File: src/design/fcca_pkg.sv
`timescale 1ns / 1ps
// shared types, constants and helper functions of the fat cluster chain allocator
// no dependencies

package fcca_pkg;

  localparam int FAT_BYTES = 8192;
  localparam int ADDR_W    = $clog2(FAT_BYTES);
  localparam int OFF_W     = 24;
  localparam int CL_W      = 21;
  localparam logic [ADDR_W-1:0] LAST_ADDR = ADDR_W'(FAT_BYTES - 1);
  localparam logic [OFF_W-1:0]  STORE_END = OFF_W'(FAT_BYTES);

  typedef enum logic [2:0] {
    OP_CLEAR = 3'd0,
    OP_START = 3'd1,
    OP_CONT  = 3'd2,
    OP_END   = 3'd3,
    OP_READ  = 3'd4
  } op_t;

  typedef enum logic [1:0] {
    CFG_FORMAT = 2'd0,
    CFG_COUNT  = 2'd1,
    CFG_MEDIA  = 2'd2
  } cfg_reg_t;

  typedef enum logic [3:0] {
    ST_SWEEP,
    ST_IDLE,
    ST_ENT_CHK,
    ST_ENT_BYTE,
    ST_ENT_MRG,
    ST_ADV_INC,
    ST_ADV_OFF,
    ST_ADV_CHK,
    ST_READ,
    ST_DONE
  } state_t;

  typedef struct packed {
    logic [2:0]  operation;
    logic [12:0] read_addr;
  } item_t;

  typedef struct packed {
    logic [19:0] cluster;
    logic [7:0]  read_data;
    logic        overflow;
  } result_t;

  typedef struct packed {
    logic [1:0]      fat_format;
    logic [CL_W-1:0] cluster_count;
    logic [7:0]      media_byte;
  } cfg_t;

  typedef struct packed {
    logic              we;
    logic [ADDR_W-1:0] waddr;
    logic [7:0]        wdata;
    logic [ADDR_W-1:0] raddr;
  } mem_req_t;

  function automatic logic [OFF_W-1:0] entry_offset(input logic [CL_W-1:0] c,
                                                    input logic [1:0] fmt);
    logic [OFF_W-1:0] cw;
    logic [OFF_W-1:0] c3;
    cw = OFF_W'(c);
    c3 = cw + (cw << 1);
    if (fmt == 2'd0) begin
      return c3 >> 1;
    end else if (fmt == 2'd1) begin
      return cw << 1;
    end
    return cw << 2;
  endfunction

  function automatic logic entry_fits(input logic [OFF_W-1:0] off,
                                      input logic [1:0] fmt);
    logic [OFF_W-1:0] size;
    size = fmt[1] ? OFF_W'(4) : OFF_W'(2);
    return (off + size) <= STORE_END;
  endfunction

  function automatic logic [7:0] entry_byte(input logic [1:0] fmt, input logic odd,
                                            input logic [1:0] k, input logic [31:0] x,
                                            input logic [7:0] old);
    logic [7:0] b;
    b = 8'h00;
    if (fmt == 2'd0) begin
      if (odd) begin
        b = (k == 2'd0) ? {x[3:0], old[3:0]} : x[11:4];
      end else begin
        b = (k == 2'd0) ? x[7:0] : {old[7:4], x[11:8]};
      end
    end else if (fmt == 2'd1) begin
      b = (k == 2'd0) ? x[7:0] : x[15:8];
    end else begin
      case (k)
        2'd0:    b = x[7:0];
        2'd1:    b = x[15:8];
        2'd2:    b = x[23:16];
        default: b = {4'h0, x[27:24]};
      endcase
    end
    return b;
  endfunction

  function automatic logic [7:0] hdr_byte(input logic [ADDR_W-1:0] addr,
                                          input logic [1:0] fmt,
                                          input logic [7:0] media);
    logic [7:0] b;
    b = 8'h00;
    if (addr[ADDR_W-1:3] == '0) begin
      case (addr[2:0])
        3'd0:    b = media;
        3'd1:    b = 8'hff;
        3'd2:    b = 8'hff;
        3'd3:    b = (fmt != 2'd0) ? 8'hff : 8'h00;
        default: b = fmt[1] ? 8'hff : 8'h00;
      endcase
    end
    return b;
  endfunction

endpackage

File: src/design/fcca_ctrl.sv
`timescale 1ns / 1ps
// sequencer: clear sweep, entry read-modify-write, cluster advance and byte read
// depends on fcca_pkg; drives fcca_table through a request struct

module fcca_ctrl (
  input  logic                  clk,
  input  logic                  rst,
  input  fcca_pkg::cfg_t        cfg,
  input  logic                  item_valid,
  output logic                  item_ready,
  input  fcca_pkg::item_t       item,
  output logic                  res_valid,
  input  logic                  res_ready,
  output fcca_pkg::result_t     res,
  output fcca_pkg::mem_req_t    req,
  input  logic [7:0]            rd_data
);

  fcca_pkg::state_t state, state_next;

  logic                          hdr_en, hdr_en_next;
  logic [fcca_pkg::ADDR_W-1:0]   clear_index, clear_index_next;
  logic [fcca_pkg::CL_W-1:0]     last_cluster, last_cluster_next;
  logic [fcca_pkg::OFF_W-1:0]    e_off, e_off_next;
  logic [31:0]                   e_val, e_val_next;
  logic                          e_odd, e_odd_next;
  logic                          e_adv, e_adv_next;
  logic [1:0]                    byte_k, byte_k_next;
  logic [fcca_pkg::CL_W-1:0]     nxt, nxt_next;
  logic [fcca_pkg::OFF_W-1:0]    n_off, n_off_next;
  logic                          n_lt, n_lt_next;
  logic                          rd_ok, rd_ok_next;
  fcca_pkg::result_t             res_reg, res_next;

  logic [fcca_pkg::ADDR_W-1:0]   baddr;
  logic [fcca_pkg::OFF_W-1:0]    ra;
  logic                          merge;
  logic                          last_byte;

  assign res = res_reg;

  always_ff @(posedge clk) begin
    if (rst) begin
      state <= fcca_pkg::ST_SWEEP;
    end else begin
      state <= state_next;
    end
  end

  always_ff @(posedge clk) begin
    if (rst) begin
      hdr_en       <= 1'b0;
      clear_index  <= '0;
      last_cluster <= fcca_pkg::CL_W'(1);
    end else begin
      hdr_en       <= hdr_en_next;
      clear_index  <= clear_index_next;
      last_cluster <= last_cluster_next;
    end
    e_off   <= e_off_next;
    e_val   <= e_val_next;
    e_odd   <= e_odd_next;
    e_adv   <= e_adv_next;
    byte_k  <= byte_k_next;
    nxt     <= nxt_next;
    n_off   <= n_off_next;
    n_lt    <= n_lt_next;
    rd_ok   <= rd_ok_next;
    res_reg <= res_next;
  end

  always_comb begin
    state_next        = state;
    hdr_en_next       = hdr_en;
    clear_index_next  = clear_index;
    last_cluster_next = last_cluster;
    e_off_next        = e_off;
    e_val_next        = e_val;
    e_odd_next        = e_odd;
    e_adv_next        = e_adv;
    byte_k_next       = byte_k;
    nxt_next          = nxt;
    n_off_next        = n_off;
    n_lt_next         = n_lt;
    rd_ok_next        = rd_ok;
    res_next          = res_reg;
    item_ready        = 1'b0;
    res_valid         = 1'b0;
    req               = '0;

    baddr     = e_off[fcca_pkg::ADDR_W-1:0] + fcca_pkg::ADDR_W'(byte_k);
    ra        = fcca_pkg::OFF_W'(item.read_addr);
    merge     = (cfg.fat_format == 2'd0) &&
                (e_odd ? (byte_k == 2'd0) : (byte_k == 2'd1));
    last_byte = byte_k == (cfg.fat_format[1] ? 2'd3 : 2'd1);

    case (state)
      fcca_pkg::ST_SWEEP: begin
        req.we    = 1'b1;
        req.waddr = clear_index;
        req.wdata = hdr_en ? fcca_pkg::hdr_byte(clear_index, cfg.fat_format, cfg.media_byte)
                           : 8'h00;
        if (clear_index == fcca_pkg::LAST_ADDR) begin
          clear_index_next = '0;
          state_next       = hdr_en ? fcca_pkg::ST_DONE : fcca_pkg::ST_IDLE;
        end else begin
          clear_index_next = clear_index + fcca_pkg::ADDR_W'(1);
        end
      end
      fcca_pkg::ST_IDLE: begin
        item_ready = 1'b1;
        req.raddr  = ra[fcca_pkg::ADDR_W-1:0];
        if (item_valid) begin
          res_next    = '0;
          e_odd_next  = last_cluster[0];
          e_off_next  = fcca_pkg::entry_offset(last_cluster, cfg.fat_format);
          byte_k_next = 2'd0;
          rd_ok_next  = ra < fcca_pkg::STORE_END;
          case (item.operation)
            fcca_pkg::OP_CLEAR: begin
              hdr_en_next       = 1'b1;
              clear_index_next  = '0;
              last_cluster_next = fcca_pkg::CL_W'(1);
              state_next        = fcca_pkg::ST_SWEEP;
            end
            fcca_pkg::OP_START: begin
              state_next = fcca_pkg::ST_ADV_INC;
            end
            fcca_pkg::OP_CONT: begin
              e_val_next = 32'(last_cluster) + 32'd1;
              e_adv_next = 1'b1;
              state_next = fcca_pkg::ST_ENT_CHK;
            end
            fcca_pkg::OP_END: begin
              e_val_next = 32'hffff_ffff;
              e_adv_next = 1'b0;
              state_next = fcca_pkg::ST_ENT_CHK;
            end
            fcca_pkg::OP_READ: begin
              state_next = fcca_pkg::ST_READ;
            end
            default: begin
              state_next = fcca_pkg::ST_DONE;
            end
          endcase
        end
      end
      fcca_pkg::ST_ENT_CHK: begin
        if (fcca_pkg::entry_fits(e_off, cfg.fat_format)) begin
          state_next = fcca_pkg::ST_ENT_BYTE;
        end else begin
          state_next = e_adv ? fcca_pkg::ST_ADV_INC : fcca_pkg::ST_DONE;
        end
      end
      fcca_pkg::ST_ENT_BYTE: begin
        if (merge) begin
          req.raddr  = baddr;
          state_next = fcca_pkg::ST_ENT_MRG;
        end else begin
          req.we    = 1'b1;
          req.waddr = baddr;
          req.wdata = fcca_pkg::entry_byte(cfg.fat_format, e_odd, byte_k, e_val, 8'h00);
          if (last_byte) begin
            state_next = e_adv ? fcca_pkg::ST_ADV_INC : fcca_pkg::ST_DONE;
          end else begin
            byte_k_next = byte_k + 2'd1;
          end
        end
      end
      fcca_pkg::ST_ENT_MRG: begin
        req.we    = 1'b1;
        req.waddr = baddr;
        req.wdata = fcca_pkg::entry_byte(cfg.fat_format, e_odd, byte_k, e_val, rd_data);
        if (last_byte) begin
          state_next = e_adv ? fcca_pkg::ST_ADV_INC : fcca_pkg::ST_DONE;
        end else begin
          byte_k_next = byte_k + 2'd1;
          state_next  = fcca_pkg::ST_ENT_BYTE;
        end
      end
      fcca_pkg::ST_ADV_INC: begin
        nxt_next   = last_cluster + fcca_pkg::CL_W'(1);
        state_next = fcca_pkg::ST_ADV_OFF;
      end
      fcca_pkg::ST_ADV_OFF: begin
        n_lt_next  = nxt < cfg.cluster_count;
        n_off_next = fcca_pkg::entry_offset(nxt, cfg.fat_format);
        state_next = fcca_pkg::ST_ADV_CHK;
      end
      fcca_pkg::ST_ADV_CHK: begin
        if (n_lt && fcca_pkg::entry_fits(n_off, cfg.fat_format)) begin
          last_cluster_next = nxt;
          res_next.cluster  = nxt[19:0];
        end else begin
          res_next.overflow = 1'b1;
        end
        state_next = fcca_pkg::ST_DONE;
      end
      fcca_pkg::ST_READ: begin
        res_next.read_data = rd_ok ? rd_data : 8'h00;
        state_next         = fcca_pkg::ST_DONE;
      end
      fcca_pkg::ST_DONE: begin
        res_valid = 1'b1;
        if (res_ready) begin
          state_next = fcca_pkg::ST_IDLE;
        end
      end
      default: begin
        state_next = fcca_pkg::ST_IDLE;
      end
    endcase
  end

endmodule

File: config.mk
export PLATFORM = sky130hd
export DESIGN_NAME = fcca_ctrl
export DESIGN_NICKNAME = d
export VERILOG_FILES = /design/src/design/fcca_pkg.sv /design/src/design/fcca_ctrl.sv
export SDC_FILE = /design/constraint.sdc
export NUM_CORES = 1
export LEC_CHECK = 0
export ABC_AREA = 0
export ABC_CLOCK_PERIOD_IN_PS = 4100
export BUFFER_PORTS_ARGS = -buffer_cell sky130_fd_sc_hd__buf_4
export CELL_PAD_IN_SITES_DETAIL_PLACEMENT = 0
export CELL_PAD_IN_SITES_GLOBAL_PLACEMENT = 1
export CORE_MARGIN = 8
export CORE_UTILIZATION = 43
export CTS_BUF_LIST = sky130_fd_sc_hd__clkbuf_4 sky130_fd_sc_hd__clkbuf_8
export CTS_CLUSTER_SIZE = 14
export DETAILED_ROUTE_END_ITERATION = 12
export PLACE_DENSITY = 0.81
export SLEW_MARGIN = 20
export SYNTH_ARGS = -nofsm -noshare
export SYNTH_HDL_FRONTEND = slang
export SYNTH_SLANG_ARGS = --single-unit
File: constraint.sdc
create_clock -name clk -period 4.1 [get_ports clk]
set_clock_uncertainty 0.15 [all_clocks]
set_input_delay 0.41 -clock clk [delete_from_list [all_inputs] [get_ports clk]]
set_output_delay 0.41 -clock clk [all_outputs]
set_load 0.01 [all_outputs]
* After elaboration in Yosys (flattened, before gate mapping)
Cells that the tools add are included.
** Storage, ports and cells
- Output and inout port bits :: 66
- Word-level logic and storage cells :: 152
- Input port bits :: 59
- Register bits after elaboration :: 168
** Operators by class
- Magnitude comparators :: 3
- Reduce and logical (&&, ||, !) cells :: 27
- Add/sub/neg operators :: 9
- Mux-type cells :: 67
- Eq/ne operators :: 29
** Operators with widths (number)
- $mux W23 :: 6
- $mux W8 :: 14
- $pmux W22 S3 :: 1
- $mux W21 :: 3
- $pmux W28 S2 :: 1
- $mux W13 :: 4
- $pmux W13 S2 :: 2
- $le A24 B14 Y1 const B :: 2
- $pmux W8 S3 :: 2
- $add A21 B22 Y23 :: 2
- $pmux W21 S2 :: 1
- $pmux W20 S2 :: 1
- $mux W4 :: 9
- $pmux W4 S9 :: 1
- $mux W29 :: 1
- $add A23 B24 Y24 :: 1
- $add A23 B3 Y24 :: 1
- $add A21 B1 Y22 const B :: 1
- $mux W22 :: 1
- $add A21 B1 Y21 const B :: 1
- $lt A21 B21 Y1 :: 1
- $mux W20 :: 1
- $reduce_and A3 Y1 :: 6
- $eq A4 B3 Y1 const B :: 4
- 33 further kinds :: 68

* Logic depth before layout (Yosys ltp)
Gate-level depths: netlist of run 1.
- Depth after elaboration :: 6
- Depth in mapped cells :: 16
- Mapped depth without buffers :: 12

* Worst setup path before layout of run 1
OpenSTA, ideal clock, no wires.
- Path kind :: input-to-reg
- Start point :: input port cfg[30] (netlist bit)
- End point :: register res_reg (netlist bit res[10]), enable pin
- Arrival :: 3.733 ns
- Path buffers :: 3
- Path slack :: -0.159 ns
- Stages :: 13
- Library setup time :: 0.377 ns
- Required time :: 3.573 ns
- Cells stage by stage :: clkbuf_1 inv_1 clkbuf_1 buf_1 ha_1 inv_1 fa_1 nand4b_1 nor4_1 mux2i_1 a211oi_1 o2111ai_1 nand2_1
** On the way
- Word-level cells in the longest chain between the ends :: 6
** Ends and longest elaborated chain
- from (decl) :: line fcca_ctrl.sv:8 : input fcca_pkg::cfg_t cfg,
- $mux W3 :: line fcca_pkg.sv:82 : size = fmt[1] ? OFF_W'(4) : OFF_W'(2);
- $add A23 B3 Y24 :: line fcca_pkg.sv:83 : return (off + size) <= STORE_END;
- $le A24 B14 Y1 :: line fcca_pkg.sv:83
- $logic_and A1 B1 Y1 :: line fcca_ctrl.sv:191 : if (n_lt && fcca_pkg::entry_fits(n_off, cfg.fat_format)) begin
- $ne A2 B2 Y1 (no source line)
- $reduce_and A3 Y1 (no source line)
- to (signal assigned) :: line fcca_ctrl.sv:69 : res_reg <= res_next;
- to (decl) :: line fcca_ctrl.sv:33 : fcca_pkg::result_t res_reg, res_next;
No other way between the ends.
A chain may end at the register's enable or synchronous reset.

==> results of run 1 <==
==> worst max-delay path: stages <==
cell and delay, ns:
buf_4 0.13, buf_4 0.26, or2_2 0.56, nor3_1 0.25, buf_4 0.19, nor2_1 0.09, nor2_1 0.53, o21ai_0 0.25
buf_4 0.19
==> per-layer routing <==
metal  track usage, %  vias up  share of wire, %
met5                0        -                 0
met2             31.9      345                44
met4             6.51        0               2.1
li1                 -     4980                 -
met3             3.03       45               6.4
met1             29.6     4818                47
==> cell families after synthesis <==
logic type               count (synthesis)  share of synthesized area (%)
AO/OA/AOI/OAI                          325                           18.2
XOR/XNOR                                70                           5.25
adder cells (fa/ha/maj)                 79                           8.78
buffers and inverters                  123                           4.05
flip-flops                             163                           38.6
multiplexers                            44                           4.28
AND/OR/NAND/NOR                        488                           20.9
==> stage by stage <==
step,util [%],worst slack [ns],total power [mW],instance area (µm²)
6_report,50.0,0.612,3.30,13400
5_1_grt,50.0,0.345,3.41,13400
4_1_cts,50.0,0.690,3.32,13400
3_5_place_dp,48.4,0.351,2.03,13000
3_3_place_gp,48.4,0.411,2.02,13000
2_1_floorplan,-,-0.0153,1.93,11700
==> cell usage in the layout (no fill, tap or decap), types with 33 or more instances in the layout <==
cell      netlist  layout
a21oi_1        93      93
and2_1         35      35
buf_4           2     145
dfxtp_1        39      39
edfxtp_1      124     124
ha_1           74      74
inv_1          62      62
nand2_1       100      99
nand2b_1       33      33
nand3_1        48      48
nor2_1        138     137
o21ai_0        63      63
xnor2_1        40      40
==> final cells by class <==
type,count,area (µm²)
fill,2490,13400
multi-input combinational,1006,6720
sequential,163,4500
timing repair buffer,145,1090
tap,341,427
clock buffer,20,256
inverter,62,233
clock inverter,12,181
==> power breakdown <==
part | internal (mW) | switching [mW]
Clock | 0.690 | 0.622
Sequential | 1.76 | 0.00301
Combinational | 0.0995 | 0.131
Total | 2.55 | 0.755
==> worst min path at each step <==
stage / endpoint / slack (ns) / depth (start not counted)
after floorplan: state[3] / 0.28 / 1
after global routing: res[1] / 0.06 / 2
after global placement: state[3] / 0.30 / 1
final: res[4] / 0.08 / 2
after CTS: res[4] / 0.06 / 2
after detailed placement: state[3] / 0.31 / 1
==> impl_metrics.csv, run 1 <==
group,metric,value,unit
status,outcome,"completed",
logic_synthesis,synth_most_common_cell,"nor2_1",
placed_design,dp_hpwl,26.6,mm
worst_setup_path,cp-end-kind,"output pin",
worst_setup_path,path_class,"in -> out",
sta,drv_slew,0,
logic_synthesis,syn_area_per_cell,9.04,µm²
die,pin_count,125,
worst_setup_path,cp_max_fo,46,
finish,nets,1533,
detailed_routing,routedWlPerCell,19.8,µm
global_routing,antenna_found_initial,0,
logic_synthesis,async_flop_share,0,%
worst_setup_path,ff2ff_path_depth,11,
detailed_routing,totalWireLength,34.6,mm
clocking,cts_setup_buffers,0,
worst_setup_path,r2r_start,"nxt[0]",
die,die_x,181,µm
sta,period_share,85.1,%
worst_setup_path,rr_endpoint,"n_off[20]",
die,rows,60,
sta,worst_pin_slew,0.902,ns
placed_design,numPlacedInstances,1717,
logic_synthesis,synth_commonest_cells,"138 x nor2_1, 124 x edfxtp_1, 100 x nand2_1",
detailed_routing,vias,10200,
logic_synthesis,synth-seq-cells,163,
logic_synthesis,synth_largest_area_cell,"edfxtp_1",
clocking,cts_hold_buf,0,
power_and_ir_drop,peakVddDrop,0.152,mV
clocking,numCtsBuffers,17,
worst_setup_path,arrival,2.93,ns
worst_hold_path,min_path_type,"in -> reg",
logic_synthesis,synth_area,11700,µm²
clocking,cts.path.max_buffers,2,
logic_synthesis,synthCells,1292,
sta,tns,0,ns
logic_synthesis,synth_edf_count,124,
sta,rsz0062_at_grt,"no",
sta,relSlewSlack,39.8,%
detailed_routing,drt_iter0_drc,755,
die,core_area,26800,µm²
finish,largest_register_ffs,29,
finish,syn2layout_area_growth,14.7,%
logic_synthesis,synth.yosys.seq_area_share,38.6,%
logic_synthesis,ys.flop_type,"edfxtp_1",
worst_setup_path,worstPathRequired,3.54,ns
clocking,cts.sinks,163,
sta,period_needed,3.49,ns
sta,setup_violations,0,
detailed_routing,viasPerCell,5.83,
detailed_routing,drc,0,
finish,antenna_cells,0,
global_routing,overflow,0,
power_and_ir_drop,p_leak,5.28,nW
clocking,cts_tree,"yes",
worst_setup_path,crit_start,"cfg[30]",
sta,fin_hold_ws,0.0850,ns
sta,fmax,287,MHz
worst_hold_path,hp-start,"rd_data[3]",
logic_synthesis,synth_top_area_share,31.9,%
worst_setup_path,rrSetupSlack,0.65,ns
clocking,ctsResizeCount,0,
worst_setup_path,worstSetupStartpointType,"input pin",
flow_run,cap_violations,0,
clocking,h-tree-depth,4,
die,die_h,181,µm
placed_design,gp_congestion,0.908,
worst_setup_path,crit_path_end,"req[30]",
clocking,clkTransAtPathRegs,0.09,ns
global_routing,grt_pass1_vias,9563,
logic_synthesis,ys_types,74,
die,initial_core_util,43.6,%
power_and_ir_drop,power_density,246,nW/µm²
global_routing,grt_max_degree,78,
detailed_routing,firstDrtPassIters,8,
detailed_routing,drtAntennaViolNets,0,
global_routing,grt_pass1_wl,54.2,mm
global_routing,track_usage,20.8,%
logic_synthesis,synthesis.nets,1430,
die,dieArea,32700,µm²
logic_synthesis,synth.top_cells.by_area,"edfxtp_1 32%, ha_1 7.9%, dfxtp_1 6.7%, nor2_1 4.4%, a21oi_1 4.0%",
clocking,clkLatencyLatePin,0.47,ns
logic_synthesis,yosys_warnings,0,
finish,drive_above_1_share,14.3,%
finish,final_cells,1749,
clocking,cts-root-buf,"clkbuf_8",
placed_design,port_buffers,124,
sta,hold_violations,0,
(Power assumes the default switching activity.)
==> run 2, diff against run 1 <==
CTS_BUF_LIST = sky130_fd_sc_hd__clkbuf_4   (was sky130_fd_sc_hd__clkbuf_4 sky130_fd_sc_hd__clkbuf_8)
==> impl_metrics.csv, run 2 (synthesis gave the netlist of run 1 again) <==
group,metric,value,unit
worst_setup_path,crit_chain,"nor2b_1 > nand2b_1 > nor2_1 > nor2_1 > nor2b_1 > o21ai_0 > o22ai_1 > buf_4",
die,core_area,26800,µm²
clocking,numCtsBuffers,17,
finish,final_cells,1760,
placed_design,placed_area,13000,µm²
status,outcome,"completed",
sta,fmax,278,MHz
sta,drv_slew,0,
finish,utilization,50.0,%
sta,rsz0062_at_grt,"no",
global_routing,track_usage,20.9,%
finish,syn2layout_area_growth,14.7,%
worst_setup_path,cp_max_fo,14,
clocking,clkTransAtPathRegs,0.15,ns
finish,nets,1543,
clocking,cts_setup_buffers,0,
sta,final_critical_path_setup_slack,0.505,ns
worst_hold_path,min_path_type,"in -> reg",
finish,drive_above_1_share,14.2,%
placed_design,gp_congestion,0.908,
detailed_routing,totalWireLength,34.8,mm
detailed_routing,firstDrtPassIters,5,
detailed_routing,routedWlPerCell,19.8,µm
clocking,ctsResizeCount,0,
worst_setup_path,crit_path_max_incr_delay,0.67,ns
die,dieArea,32700,µm²
global_routing,grt_pass1_wl,54.6,mm
finish,mostFrequentLayoutCells,"145 x buf_4, 137 x nor2_1, 124 x edfxtp_1",
worst_setup_path,cp-end-kind,"output pin",
clocking,cts.path.max_buffers,2,
die,die_x,181,µm
power_and_ir_drop,power_density,233,nW/µm²
die,die_h,181,µm
clocking,cts-root-buf,"clkbuf_4",
die,rows,60,
detailed_routing,viasPerCell,5.79,
clocking,cts_hold_buf,10,
power_and_ir_drop,p_leak,5.28,nW
worst_setup_path,path_class,"reg -> out",
placed_design,post-place-ws,0.351,ns
clocking,clkLatencyLatePin,0.59,ns
detailed_routing,drt_iter0_drc,920,
finish,stdcell_area,13400,µm²
detailed_routing,drtAntennaViolNets,0,
placed_design,port_buffers,124,
sta,hold_violations,0,
sta,worst_pin_slew,0.900,ns
global_routing,grt_max_degree,78,
worst_setup_path,arrival,3.04,ns
placed_design,numPlacedInstances,1717,
detailed_routing,drc,0,
global_routing,overflow,0,
global_routing,antenna_found_initial,1,
worst_setup_path,worstSetupStartpointType,"register",
sta,relSlewSlack,39.9,%
placed_design,dp_hpwl,26.6,mm
finish,num-fill-cells,2495,
detailed_routing,vias,10200,
sta,setup_violations,0,
worst_setup_path,worst_path_max_delay_cell,"dfxtp_1",
power_and_ir_drop,peakVddDrop,0.169,mV
clocking,cts_tree,"yes",
sta,period_needed,3.60,ns
flow_run,cap_violations,0,
global_routing,grt_pass1_vias,9637,
die,initial_core_util,43.6,%
clocking,cts.sinks,163,
clocking,h-tree-depth,4,
die,pin_count,125,
finish,layout_commonest_cell,"buf_4",
sta,period_share,87.7,%
worst_setup_path,worstPathRequired,3.54,ns
finish,largest_register_ffs,29,
==> run 2: changes by cell type in the layout (fill, tap and decap cells not counted) <==
cell	before	now
clkbuf_8	17	0
diode_2	0	1
clkbuf_4	3	20
dlygate4sd3_1	0	10
==> run 2: where the power goes <==
group,internal (mW),switching (mW)
Sequential,1.76,0.00301
Clock,0.510,0.605
Combinational,0.106,0.132
==> run 2: per-layer routing <==
metal / track usage, % / up-vias / wire length (µm)
met2: 32.2 / 319 / 15500
met3: 3.31 / 39 / 2150
met5: 0 / - / 0
met1: 29.6 / 4825 / 16500
li1: - / 5007 / -
met4: 5.92 / 0 / 637
==> run 2: cell type report <==
class / count / area [µm²] / share of cell area, %
inverters: 62 / 233 / 1.74
flip-flops and latches: 163 / 4500 / 33.6
clock buffers: 20 / 150 / 1.12
repair buffers: 155 / 1190 / 8.87
multi-input cells: 1006 / 6720 / 50.1
well taps: 341 / 427 / 3.18
diodes: 1 / 2.50 / 0.0187
clock inverters: 12 / 181 / 1.35
==> run 2: metrics by stage <==
stage	TNS [ns]	hold WS [ns]	power (mW)
after CTS	0	0.0223	3.13
after floorplan	-0.185	0.284	1.93
after global routing	0	0.0279	3.22
final	0	0.0487	3.12
after global placement	0	0.304	2.02
after detailed placement	0	0.314	2.03
==> run 2: worst paths after layout <==
kind	from	endpoint	slack, ns	cells after the start
setup reg to reg	nxt[0]	n_off[20]	0.66	11
hold / removal	rst	hdr_en	0.05	2
setup / recovery	state[0]	req[19]	0.50	8
hold reg to reg	e_adv	state[3]	0.34	1
==> run 2: critical path, delay by kind of cell (launching register included) <==
| kind | cells | cell delay, ns |
|---|---|---|
| and+or+nand+nor | 5 | 1.31 |
| buffers and inverters | 1 | 0.17 |
| DFF | 1 | 0.67 |
| AOI/OAI and AO/OA | 2 | 0.32 |
==> run 3, diff against run 2 <==
--- a/config.mk
+++ b/config.mk
@@ -17,5 +17,5 @@
 export DETAILED_ROUTE_END_ITERATION = 12
 export PLACE_DENSITY = 0.81
-export SLEW_MARGIN = 20
+export SLEW_MARGIN = 10
 export SYNTH_ARGS = -nofsm -noshare
 export SYNTH_HDL_FRONTEND = slang
==> constraint.sdc (replaced) <==
create_clock -name clk -period 4.1 [get_ports clk]
set_clock_uncertainty 0.15 [all_clocks]
set_input_delay 0 -clock clk [delete_from_list [all_inputs] [get_ports clk]]
set_output_delay 0 -clock clk [all_outputs]
set_load 0.01 [all_outputs]
==> impl_metrics.csv, run 3 (synthesis gave the netlist of run 1 again) <==
group,metric,value,unit
die,core_area,26800,µm²
die,dieArea,32700,µm²
worst_setup_path,worstSetupStartpointType,"register",
worst_setup_path,ff2ff_path_depth,12,
power_and_ir_drop,p_leak,5.26,nW
die,die_x,181,µm
clocking,cts-root-buf,"clkbuf_4",
clocking,ctsResizeCount,0,
sta,period_needed,3.61,ns
placed_design,gp_congestion,0.907,
worst_hold_path,hold-path-endpoint,"e_off[20]",
global_routing,grt_use_met1,29.4,%
power_and_ir_drop,power_frac_comb,8.2,%
power_and_ir_drop,p_sw,0.758,mW
global_routing,grt_use_met3,3.39,%
sta,fmax,277,MHz
global_routing,grt_max_degree,79,
global_routing,antenna_found_initial,2,
worst_hold_path,hold_path_depth,5,
die,pin_count,125,
power_and_ir_drop,internal_power,2.24,mW
finish,largest_register_ffs,29,
finish,num-fill-cells,2562,
detailed_routing,drc,0,
finish,nets,1547,
die,rows,60,
sta,rsz0062_at_grt,"no",
detailed_routing,drtAntennaViolNets,0,
die,die_h,181,µm
clocking,numCtsBuffers,17,
detailed_routing,viasPerCell,5.92,
power_and_ir_drop,switching_share,25.3,%
clocking,cts.path.max_buffers,2,
global_routing,track_usage,21.2,%
global_routing,overflow,0,
worst_hold_path,min_path_type,"in -> reg",
status,outcome,"completed",
finish,mostFrequentLayoutCells,"137 x nor2_1, 135 x buf_4, 124 x edfxtp_1",
finish,drive_above_1_share,13.4,%
clocking,clkTransAtPathRegs,0.13,ns
worst_setup_path,r2r_start,"e_off[1]",
worst_setup_path,arrival,3.94,ns
clocking,cts_setup_buffers,0,
worst_setup_path,cp_max_fo,6,
detailed_routing,firstDrtPassIters,7,
clocking,clkLatencyLatePin,0.60,ns
finish,utilization,50.1,%
clocking,cts_tree,"yes",
sta,setup_violations,0,
global_routing,grt_pass1_wl,55.7,mm
sta,hold_violations,0,
die,initial_core_util,43.6,%
power_and_ir_drop,finalPower,3.00,mW
sta,period_share,88.1,%
worst_hold_path,hp-start,"cfg[30]",
detailed_routing,drt_iter0_drc,1000,
global_routing,use_met2,33.3,%
global_routing,top_usage_layer,"met2",
detailed_routing,totalWireLength,35.6,mm
worst_setup_path,cp-end-kind,"register",
sta,drv_slew,0,
worst_setup_path,path_class,"reg -> reg",
worst_setup_path,rr_endpoint,"state[3]",
sta,relSlewSlack,34.7,%
flow_run,cap_violations,0,
worst_setup_path,rrSetupSlack,0.49,ns
clocking,h-tree-depth,4,
detailed_routing,routedWlPerCell,20.2,µm
power_and_ir_drop,power_frac_seq,58.8,%
power_and_ir_drop,peakVddDrop,0.177,mV
finish,syn2layout_area_growth,14.8,%
finish,layout_commonest_cell,"nor2_1",
worst_setup_path,crit_start,"e_off[1]",
placed_design,port_buffers,124,
clocking,cts.sinks,163,
sta,tns,0,ns
power_and_ir_drop,power_density,224,nW/µm²
global_routing,grt_pass1_vias,9908,
worst_setup_path,worstPathRequired,4.42,ns
sta,fin_hold_ws,0.0799,ns
sta,worst_pin_slew,0.978,ns
placed_design,dp_hpwl,26.5,mm
power_and_ir_drop,p_clk_share,33.1,%
clocking,cts_hold_buf,24,
detailed_routing,vias,10400,
[run 3: per-layer routing]
layer,wire [µm],up-vias
met3,2280,55
met4,885,0
met1,16400,5017
met5,0,-
met2,16100,357
li1,-,5013
[run 3: power by group through the flow]
| stage | Combinational (mW) | Clock, mW | Sequential, mW |
|---|---|---|---|
| floorplan | 0.132 | 0 | 1.80 |
| global placement | 0.224 | 0 | 1.80 |
| detailed placement | 0.227 | 0 | 1.80 |
| CTS | 0.243 | 1.00 | 1.76 |
| global route | 0.271 | 1.06 | 1.76 |
| finish | 0.245 | 0.992 | 1.76 |
[run 3: worst max-delay path by stage]
stage,slack [ns],endpoint
floorplan,0.25,res[10]
global placement,0.78,n_off[20]
detailed placement,0.73,state[3]
CTS,0.51,state[3]
global route,0.21,state[3]
finish,0.49,state[3]
[run 3: through the flow]
| step | setup slack (ns) | std cells | instance area (µm²) |
|---|---|---|---|
| 2_1_floorplan | 0.251 | 1292 | 11700 |
| 3_3_place_gp | 0.781 | 1707 | 12900 |
| 3_5_place_dp | 0.727 | 1707 | 12900 |
| 4_1_cts | 0.511 | 1763 | 13400 |
| 5_1_grt | 0.208 | 1764 | 13400 |
| 6_report | 0.486 | 1764 | 13400 |
[run 3: layout make-up]
class,count,area [µm²],share of cell area (%)
Timing Repair Buffer,159,1250,9.35
Inverter,62,233,1.73
Antenna cell,1,2.50,0.0187
Sequential cell,163,4500,33.6
Multi-Input combinational cell,1006,6710,50.1
Clock buffer,19,143,1.06
Clock inverter,13,138,1.03
Tap cell,341,427,3.18
[run 3: critical path: stages (launching register included)]
cell	delay (ns)
edfxtp_1	0.43
ha_1	0.19
inv_1	0.05
fa_1	0.45
nand4b_1	0.20
nor4_1	0.27
mux2i_1	0.22
nor2_1	0.08
o31a_1	0.29
a211o_1	0.29
nor4_1	0.27
a211oi_1	0.07
dlygate4sd3_1	0.56
